[config.mk]
export PLATFORM = sky130hd
export DESIGN_NAME = huffman_code_bit_packer_top_flat
export DESIGN_NICKNAME = d
export VERILOG_FILES = /design/src/rtl/hcbp_pkg.sv /design/src/rtl/hcbp_if.sv /design/src/rtl/hcbp_ram.sv /design/src/rtl/huffman_code_bit_packer_top.sv /design/src/flat_wrapper.sv
export SDC_FILE = /design/constraint.sdc
export NUM_CORES = 1
export LEC_CHECK = 0
export BUFFER_PORTS_ARGS = -buffer_cell sky130_fd_sc_hd__buf_4
export CELL_PAD_IN_SITES_DETAIL_PLACEMENT = 1
export CELL_PAD_IN_SITES_GLOBAL_PLACEMENT = 2
export CORE_ASPECT_RATIO = 1.2
export CORE_MARGIN = 2
export CORE_UTILIZATION = 51
export DETAILED_ROUTE_END_ITERATION = 10
export PLACE_DENSITY = 0.92
export SYNTH_ARGS = -nofsm -noshare
export SYNTH_HDL_FRONTEND = slang
export SYNTH_SLANG_ARGS = --single-unit
[constraint.sdc]
create_clock -name clk -period 9 [get_ports clk]
set_input_delay 0.45 -clock clk [delete_from_list [all_inputs] [get_ports clk]]
set_output_delay 0.45 -clock clk [all_outputs]
set_load 0.03 [all_outputs]
[src/rtl/hcbp_pkg.sv]
// Huffman code bit packer: shared item types and fixed constants.
// No dependencies; used by the channel interfaces and the top level.
package hcbp_pkg;

  localparam int CODE_W   = 32;
  localparam int LEN_W    = 6;
  localparam int ENTRY_W  = CODE_W + LEN_W;
  localparam int SYM_W    = 5;

  localparam logic [7:0] CH_NEWLINE   = 8'd10;
  localparam logic [7:0] CH_SPACE     = 8'd32;
  localparam logic [7:0] CH_A         = 8'd97;
  localparam logic [7:0] CH_Z         = 8'd122;
  localparam logic [SYM_W-1:0] SPACE_SYMBOL = 5'd26;

  localparam logic KIND_LOAD = 1'b0;
  localparam logic KIND_CHAR = 1'b1;

  typedef struct packed {
    logic              kind;
    logic [SYM_W-1:0]  symbol_index;
    logic [CODE_W-1:0] code_bits;
    logic [LEN_W-1:0]  code_length;
    logic [7:0]        char_byte;
  } in_item_t;

  typedef struct packed {
    logic [7:0] out_byte;
    logic       has_byte;
    logic       bad_symbol;
    logic       last;
    logic       stream_end;
  } out_item_t;

endpackage

[src/rtl/hcbp_if.sv]
// Valid/ready channel interfaces for the code bit packer.
// Depends on hcbp_pkg for the item types.
interface hcbp_in_if;
  import hcbp_pkg::*;
  logic     valid;
  logic     ready;
  in_item_t data;
  modport source (output valid, output data, input ready);
  modport sink   (input valid, input data, output ready);
endinterface

interface hcbp_out_if;
  import hcbp_pkg::*;
  logic      valid;
  logic      ready;
  out_item_t data;
  modport source (output valid, output data, input ready);
  modport sink   (input valid, input data, output ready);
endinterface

[src/rtl/hcbp_ram.sv]
// Generic single-write, single-read RAM with registered read data.
// No dependencies.
module hcbp_ram #(
  parameter int WIDTH = 38,
  parameter int DEPTH = 27
) (
  input  logic                                 clk,
  input  logic                                 we,
  input  logic [(DEPTH > 1 ? $clog2(DEPTH) : 1)-1:0] waddr,
  input  logic [WIDTH-1:0]                     wdata,
  input  logic                                 re,
  input  logic [(DEPTH > 1 ? $clog2(DEPTH) : 1)-1:0] raddr,
  output logic [WIDTH-1:0]                     rdata
);

  logic [WIDTH-1:0] mem [DEPTH];

  always_ff @(posedge clk) begin
    if (we) begin
      mem[waddr] <= wdata;
    end
    if (re) begin
      rdata <= mem[raddr];
    end
  end

endmodule

[src/rtl/huffman_code_bit_packer_top.sv]
// Huffman code bit packer top level: code table RAM and a bit-serial packer.
// Depends on hcbp_pkg, hcbp_in_if / hcbp_out_if and hcbp_ram.
//
//   channel  dir  handshake     payload
//   in_ch    in   valid/ready   kind, symbol_index, code_bits, code_length, char_byte
//   out_ch   out  valid/ready   out_byte, has_byte, bad_symbol, last, stream_end
//
// Load item: no result. Newline or bad character: one result.
// Character: a table RAM read, then one code bit per cycle through the shift loop
// while no full byte is held; n-bit codes, n up to min(MAX_CODE_LEN, CODE_W).
// Synchronous active-low reset; the code table is not cleared and holds
// garbage until loaded. A full byte waits in the shift loop while the output
// register is occupied and not taken.
module huffman_code_bit_packer_top #(
  parameter int MAX_CODE_LEN = 32,
  parameter int NUM_SYMBOLS  = 27
) (
  input  logic        clk,
  input  logic        rst_n,
  hcbp_in_if.sink     in_ch,
  hcbp_out_if.source  out_ch
);
  import hcbp_pkg::*;

  localparam int LEN_CAP = (MAX_CODE_LEN < CODE_W) ? MAX_CODE_LEN : CODE_W;
  localparam int LW      = $clog2(LEN_CAP + 1);
  localparam int AW      = (NUM_SYMBOLS > 1) ? $clog2(NUM_SYMBOLS) : 1;

  typedef enum logic [1:0] {S_IDLE, S_LOOKUP, S_SHIFT, S_RESULT} state_t;

  state_t            state_r,     state_nxt;
  logic [CODE_W-1:0] code_r,      code_nxt;
  logic [LW-1:0]     rem_r,       rem_nxt;
  logic [6:0]        acc_r,       acc_nxt;
  logic [2:0]        cnt_r,       cnt_nxt;
  out_item_t         res_r,       res_nxt;
  logic              out_valid_r, out_valid_nxt;
  out_item_t         out_data_r,  out_data_nxt;

  logic              in_acc;
  logic              slot_free;
  logic              is_nl;
  logic              is_letter;
  logic              is_space;
  logic [7:0]        letter_off;
  logic [SYM_W-1:0]  sym_idx;
  logic              sym_ok;
  logic              load_ok;
  logic [LEN_W-1:0]  len_sat;
  logic              ram_we;
  logic              ram_re;
  logic [AW-1:0]     ram_waddr;
  logic [AW-1:0]     ram_raddr;
  logic [ENTRY_W-1:0] ram_wdata;
  logic [ENTRY_W-1:0] ram_rdata;
  logic [LEN_W-1:0]  rd_len;
  logic              shift_bit;
  logic [7:0]        flush_byte;

  assign in_ch.ready  = (state_r == S_IDLE);
  assign in_acc       = in_ch.valid && in_ch.ready;
  assign slot_free    = !out_valid_r || out_ch.ready;
  assign out_ch.valid = out_valid_r;
  assign out_ch.data  = out_data_r;

  // character to symbol
  assign is_nl      = (in_ch.data.char_byte == CH_NEWLINE);
  assign is_space   = (in_ch.data.char_byte == CH_SPACE);
  assign is_letter  = (in_ch.data.char_byte >= CH_A) && (in_ch.data.char_byte <= CH_Z);
  assign letter_off = in_ch.data.char_byte - CH_A;
  assign sym_idx    = is_space ? SPACE_SYMBOL : letter_off[SYM_W-1:0];
  assign sym_ok     = (is_space || is_letter) && (32'(sym_idx) < NUM_SYMBOLS);

  // table load
  assign load_ok   = (32'(in_ch.data.symbol_index) < NUM_SYMBOLS);
  assign len_sat   = (32'(in_ch.data.code_length) > LEN_CAP) ? LEN_W'(LEN_CAP)
                                                             : in_ch.data.code_length;
  assign ram_we    = in_acc && (in_ch.data.kind == KIND_LOAD) && load_ok;
  assign ram_waddr = AW'(32'(in_ch.data.symbol_index));
  assign ram_wdata = {in_ch.data.code_bits, len_sat};
  assign ram_re    = in_acc && (in_ch.data.kind == KIND_CHAR);
  assign ram_raddr = AW'(32'(sym_idx));
  assign rd_len    = ram_rdata[LEN_W-1:0];

  hcbp_ram #(
    .WIDTH (ENTRY_W),
    .DEPTH (NUM_SYMBOLS)
  ) u_table (
    .clk   (clk),
    .we    (ram_we),
    .waddr (ram_waddr),
    .wdata (ram_wdata),
    .re    (ram_re),
    .raddr (ram_raddr),
    .rdata (ram_rdata)
  );

  assign shift_bit  = code_r[0];
  assign flush_byte = 8'({1'b0, acc_r} << (4'd8 - {1'b0, cnt_r}));

  always_comb begin
    state_nxt     = state_r;
    code_nxt      = code_r;
    rem_nxt       = rem_r;
    acc_nxt       = acc_r;
    cnt_nxt       = cnt_r;
    res_nxt       = res_r;
    out_valid_nxt = out_valid_r && !out_ch.ready;
    out_data_nxt  = out_data_r;
    case (state_r)
      S_IDLE: begin
        if (in_acc && (in_ch.data.kind == KIND_CHAR)) begin
          if (is_nl) begin
            res_nxt.out_byte   = flush_byte;
            res_nxt.has_byte   = (cnt_r != 3'd0);
            res_nxt.bad_symbol = 1'b0;
            res_nxt.last       = 1'b1;
            res_nxt.stream_end = 1'b1;
            acc_nxt            = '0;
            cnt_nxt            = '0;
            state_nxt          = S_RESULT;
          end else if (!sym_ok) begin
            res_nxt.out_byte   = '0;
            res_nxt.has_byte   = 1'b0;
            res_nxt.bad_symbol = 1'b1;
            res_nxt.last       = 1'b1;
            res_nxt.stream_end = 1'b0;
            state_nxt          = S_RESULT;
          end else begin
            state_nxt = S_LOOKUP;
          end
        end
      end
      S_LOOKUP: begin
        code_nxt  = ram_rdata[ENTRY_W-1:LEN_W];
        rem_nxt   = LW'(rd_len);
        state_nxt = (rd_len != '0) ? S_SHIFT : S_IDLE;
      end
      S_SHIFT: begin
        if (cnt_r != 3'd7 || slot_free) begin
          code_nxt = code_r >> 1;
          rem_nxt  = rem_r - LW'(1);
          if (cnt_r == 3'd7) begin
            out_valid_nxt           = 1'b1;
            out_data_nxt.out_byte   = {acc_r, shift_bit};
            out_data_nxt.has_byte   = 1'b1;
            out_data_nxt.bad_symbol = 1'b0;
            out_data_nxt.last       = (32'(rem_r) <= 8);
            out_data_nxt.stream_end = 1'b0;
            acc_nxt                 = '0;
            cnt_nxt                 = '0;
          end else begin
            acc_nxt = {acc_r[5:0], shift_bit};
            cnt_nxt = cnt_r + 3'd1;
          end
          if (rem_r == LW'(1)) begin
            state_nxt = S_IDLE;
          end
        end
      end
      S_RESULT: begin
        if (slot_free) begin
          out_valid_nxt = 1'b1;
          out_data_nxt  = res_r;
          state_nxt     = S_IDLE;
        end
      end
      default: state_nxt = S_IDLE;
    endcase
  end

  always_ff @(posedge clk) begin
    if (!rst_n) begin
      state_r     <= S_IDLE;
      acc_r       <= '0;
      cnt_r       <= '0;
      out_valid_r <= 1'b0;
    end else begin
      state_r     <= state_nxt;
      acc_r       <= acc_nxt;
      cnt_r       <= cnt_nxt;
      out_valid_r <= out_valid_nxt;
    end
    code_r     <= code_nxt;
    rem_r      <= rem_nxt;
    res_r      <= res_nxt;
    out_data_r <= out_data_nxt;
  end

  a_end_is_last: assert property (@(posedge clk) disable iff (!rst_n)
    out_valid_r && out_data_r.stream_end |-> out_data_r.last)
    else $error("stream end item without last");

  a_empty_zero: assert property (@(posedge clk) disable iff (!rst_n)
    out_valid_r && !out_data_r.has_byte |-> out_data_r.out_byte == 8'd0)
    else $error("item without byte carries nonzero data");

  a_nl_clears: assert property (@(posedge clk) disable iff (!rst_n)
    in_acc && (in_ch.data.kind == KIND_CHAR) && is_nl |=> cnt_r == 3'd0 && acc_r == 7'd0)
    else $error("newline did not clear pending bits");

  a_shift_rem: assert property (@(posedge clk) disable iff (!rst_n)
    state_r == S_SHIFT |-> rem_r != '0)
    else $error("shift loop with no bits left");

endmodule
[src/flat_wrapper.sv]
// flat-port wrapper written by rule: the top's interface ports become plain ports
module huffman_code_bit_packer_top_flat import hcbp_pkg::*;
#(
  parameter int MAX_CODE_LEN = 32,
  parameter int NUM_SYMBOLS  = 27
)
  (clk, rst_n, in_ch_valid, in_ch_data, in_ch_ready, out_ch_valid, out_ch_data, out_ch_ready);
  hcbp_in_if in_ch_i ();
  hcbp_out_if out_ch_i ();
  input  logic clk;
  input  logic rst_n;
  input wire logic [$bits(in_ch_i.valid)-1:0] in_ch_valid;
  input wire logic [$bits(in_ch_i.data)-1:0] in_ch_data;
  output wire logic [$bits(in_ch_i.ready)-1:0] in_ch_ready;
  output wire logic [$bits(out_ch_i.valid)-1:0] out_ch_valid;
  output wire logic [$bits(out_ch_i.data)-1:0] out_ch_data;
  input wire logic [$bits(out_ch_i.ready)-1:0] out_ch_ready;
  assign in_ch_i.valid = in_ch_valid;
  assign in_ch_i.data = in_ch_data;
  assign in_ch_ready = in_ch_i.ready;
  assign out_ch_valid = out_ch_i.valid;
  assign out_ch_data = out_ch_i.data;
  assign out_ch_i.ready = out_ch_ready;
  huffman_code_bit_packer_top #(.MAX_CODE_LEN(MAX_CODE_LEN), .NUM_SYMBOLS(NUM_SYMBOLS)) u_core (.clk(clk), .rst_n(rst_n), .in_ch(in_ch_i), .out_ch(out_ch_i));
endmodule
==> qor.yml <==
outcome:
  status: "finished clean"
synth:
  yosysSeqAreaShare: 0.760
  synth_area_leaders: "edfxtp_1 (75%), mux2i_1 (3.0%), nand2_1 (2.3%)"
  ys_warn_count: 0
  syn_nets: 2879
  synth-seq-cells: 1138
  synth-edff-count: 1125
  ys_types: 68
  synth_area_leader_cell: "edfxtp_1"
  synthFlopType: "edfxtp_1"
  synthArstFlopShare: 0
  synth_area_um2: 44800
  yosysTopAreaCellShare: 0.755
  syn_area_per_cell_um2: 15.9
  synthCells: 2814
global_routing:
  grt_usage: 0.313
  grt_pass1_vias: 29572
  grt_max_degree: 77
  antenna_found_initial: 3
  overflow: 0
  grt_pass1_wl_um: 203000
die:
  start_util: 0.512
  ioPinCount: 70
  fp-row-count: 119
  die_area_um2: 90200
  die_w_um: 274
  die_y_um: 329
  core_region_area_um2: 87400
critical_path:
  rr_worst_depth: 6
  cp_top_family: "buffers and inverters"
  slowest_stage: "buf_4"
  reg2reg_from: "u_core.state_r[0]"
  path_cells: "buf_8 > inv_2 > buf_4 > ha_4 > buf_4 > or4bb_1 > o22ai_4 > buf_4 > buf_4 > a22oi_1 > o32ai_1 > or3_1"
  crit_path_frequent_cell: "buf_4"
  setup.worst_path.end: "u_core.u_table.rdata[22]"
  critPathCaptureType: "flop"
  r2r-end: "u_core.u_table.mem[18][26]"
  path_class: "primary input to flop"
  ff2ff_setup_slack_ps: 5780
  critPathMaxFanout: 62
  crit_arrival_ps: 5520
  required_ps: 9560
  worst_path_largest_cell_delay_ps: 810
  crit_start: "in_ch_data[0]"
  path_buf_inv: 6
  startpoint_type: "primary input"
  path_depth: 12
clocking:
  cts-root-buf: "clkbuf_16"
  postCtsSetupRepairBufs: 0
  cts.sink_count: 1138
  clockBufferDepth: 3
  cts_hold_buf: 0
  cts_tree: "built"
  clkSlewWorstSetupHoldPaths_ps: 70
  clock_latency_ps: 690
  cts-resized-gates: 0
  cts_max_level: 3
  numCtsBuffers: 107
finish:
  layoutNonFillerInstCount: 4113
  area_delta_synth_final_pct: 12.4
  fin_nets: 2937
  mostFrequentLayoutCells: "edfxtp_1 (1125), nand2_1 (274), nor2_1 (140), mux2i_1 (135), buf_4 (135)"
  drive_above_1_share: 0.145
  final_common_cell: "edfxtp_1"
  nFillCells: 7838
timing:
  fin_tns_setup_ps: 0
  fin_skew_ps: 33.1
  worst_pin_slew_ps: 1390
  fmax_ghz: 0.202
  rsz0062_at_grt: "false"
  fin_crit_sh: 0.551
  final-setup-viol-count: 0
  min_period_ps: 4960
  hold_violations: 0
  relSlewSlack: 0.0685
  slew_viol_final: 0
route:
  drtAntennaViolNets: 0
  vias: 28265
  detail_route.vias_per_cell: 6.87
  drc_errors: 0
  wl_um: 141000
  avgRoutedWirePerCell_um: 34.4
  dr.pass1.iters: 5
  drt_iter0_markers: 3546
job:
  max_cap_violations: 0
power:
  powerDensity_nw_per_um2: 228
  finalPower_w: 0.0115
  power.static_leakage_nw: 16.4
  ir_drop_mv: 0.177
min_path:
  hold_depth: 2
  hold_class: "primary input to flop"
place:
  dp_cells: 3912
  portBuffers: 69
  gp_congestion: 0.789
  hpwl_um: 68100
-- cells in the mapped netlist, types with 3 or more instances --
cell type / instances
a211o_1: 4
a211oi_1: 43
a21o_1: 37
a21oi_1: 89
a22oi_1: 82
a311o_1: 36
a311oi_1: 35
a31oi_1: 4
and2_1: 35
and3_1: 4
buf_1: 18
buf_2: 29
buf_4: 8
buf_6: 4
clkbuf_1: 128
dfxtp_1: 13
edfxtp_1: 1125
ha_1: 9
inv_1: 11
mux2_2: 78
mux2i_1: 135
mux4_2: 4
nand2_1: 277
nand2b_1: 7
nand3_1: 8
nor2_1: 169
nor2b_1: 26
nor3_1: 41
nor3b_1: 3
nor4_1: 5
o211ai_1: 39
o21ai_0: 53
o221ai_1: 72
o22a_1: 33
o22ai_1: 35
o32ai_1: 33
or2_2: 3
or3_1: 36
xnor2_1: 5
-- sequential cells by signal, summed over array words and instances (netlist names) --
| name | cells |
|---|---|
| u_core.acc_r | 7 |
| u_core.cnt_r | 3 |
| u_core.code_r | 32 |
| u_core.out_ch.data | 12 |
| u_core.out_ch.valid | 1 |
| u_core.rem_r | 6 |
| u_core.res_r | 11 |
| u_core.state_r | 2 |
| u_core.u_table.mem | 1026 |
| u_core.u_table.rdata | 38 |
-- layout make-up --
cell class	count	area (um2)	area share
Multi-Input combinational cell	1476	10200	0.204
Inverter	13	51.3	0.00102
Clock buffer	128	2800	0.0556
Sequential cell	1138	34000	0.677
Timing Repair Buffer	136	1030	0.0204
Tap cell	1149	1440	0.0286
Antenna cell	2	5.00	0.0000995
Clock inverter	71	704	0.0140
-- through the flow --
step / instance area, um2 / hold WS, ps / worst slack [ps] / util
CTS: 50300 / 54.6 / 4180 / 0.576
global route: 50300 / 85.4 / 3990 / 0.576
detailed placement: 46800 / 498 / 3490 / 0.535
floorplan: 44800 / 471 / 4930 / -
finish: 50300 / 81.1 / 4040 / 0.576
global placement: 46800 / 487 / 3620 / 0.535
-- worst register-to-register path, cell delays in order (launching register included) --
cell and delay (ps):
dfxtp_1 460, nor2_1 330, nand2_1 120, nor4_1 510, nand2_1 390, nor2_4 170
buf_4 740
-- routing by layer --
metal / routed length, um / up-vias / track usage
met5: 25 / - / 0
met4: 7790 / 4 / 0.166
met1: 49800 / 14493 / 0.389
met2: 69900 / 2048 / 0.522
met3: 13800 / 502 / 0.0580
li1: - / 11218 / -
-- worst min path at each step --
| stage | start | end | slack (ps) |
|---|---|---|---|
| 2_1_floorplan | u_core.cnt_r[2] | u_core.cnt_r[2] | 470 |
| 3_3_place_gp | u_core.res_r[3] | u_core.out_ch.data[3] | 490 |
| 3_5_place_dp | u_core.res_r[3] | u_core.out_ch.data[3] | 500 |
| 4_1_cts | rst_n | u_core.state_r[0] | 50 |
| 5_1_grt | rst_n | u_core.state_r[0] | 90 |
| 6_report | rst_n | u_core.state_r[0] | 80 |
-- power by group --
part           leakage [nW]  switching, W  internal [W]
combinational          4.46      0.000647      0.000269
clock                  1.70       0.00201       0.00262
sequential             10.3     0.0000314       0.00590
total                  16.4       0.00268       0.00878
-- logic make-up after synthesis --
group | synth area share
DFF | 0.760
and+or+nand+nor | 0.0624
AOI/OAI and AO/OA | 0.102
muxes | 0.0518
buffers and inverters | 0.0189
adders and majority gates | 0.00252
xor gates and xnor gates | 0.00173
No activity file was read; power rests on OpenSTA's default activity.
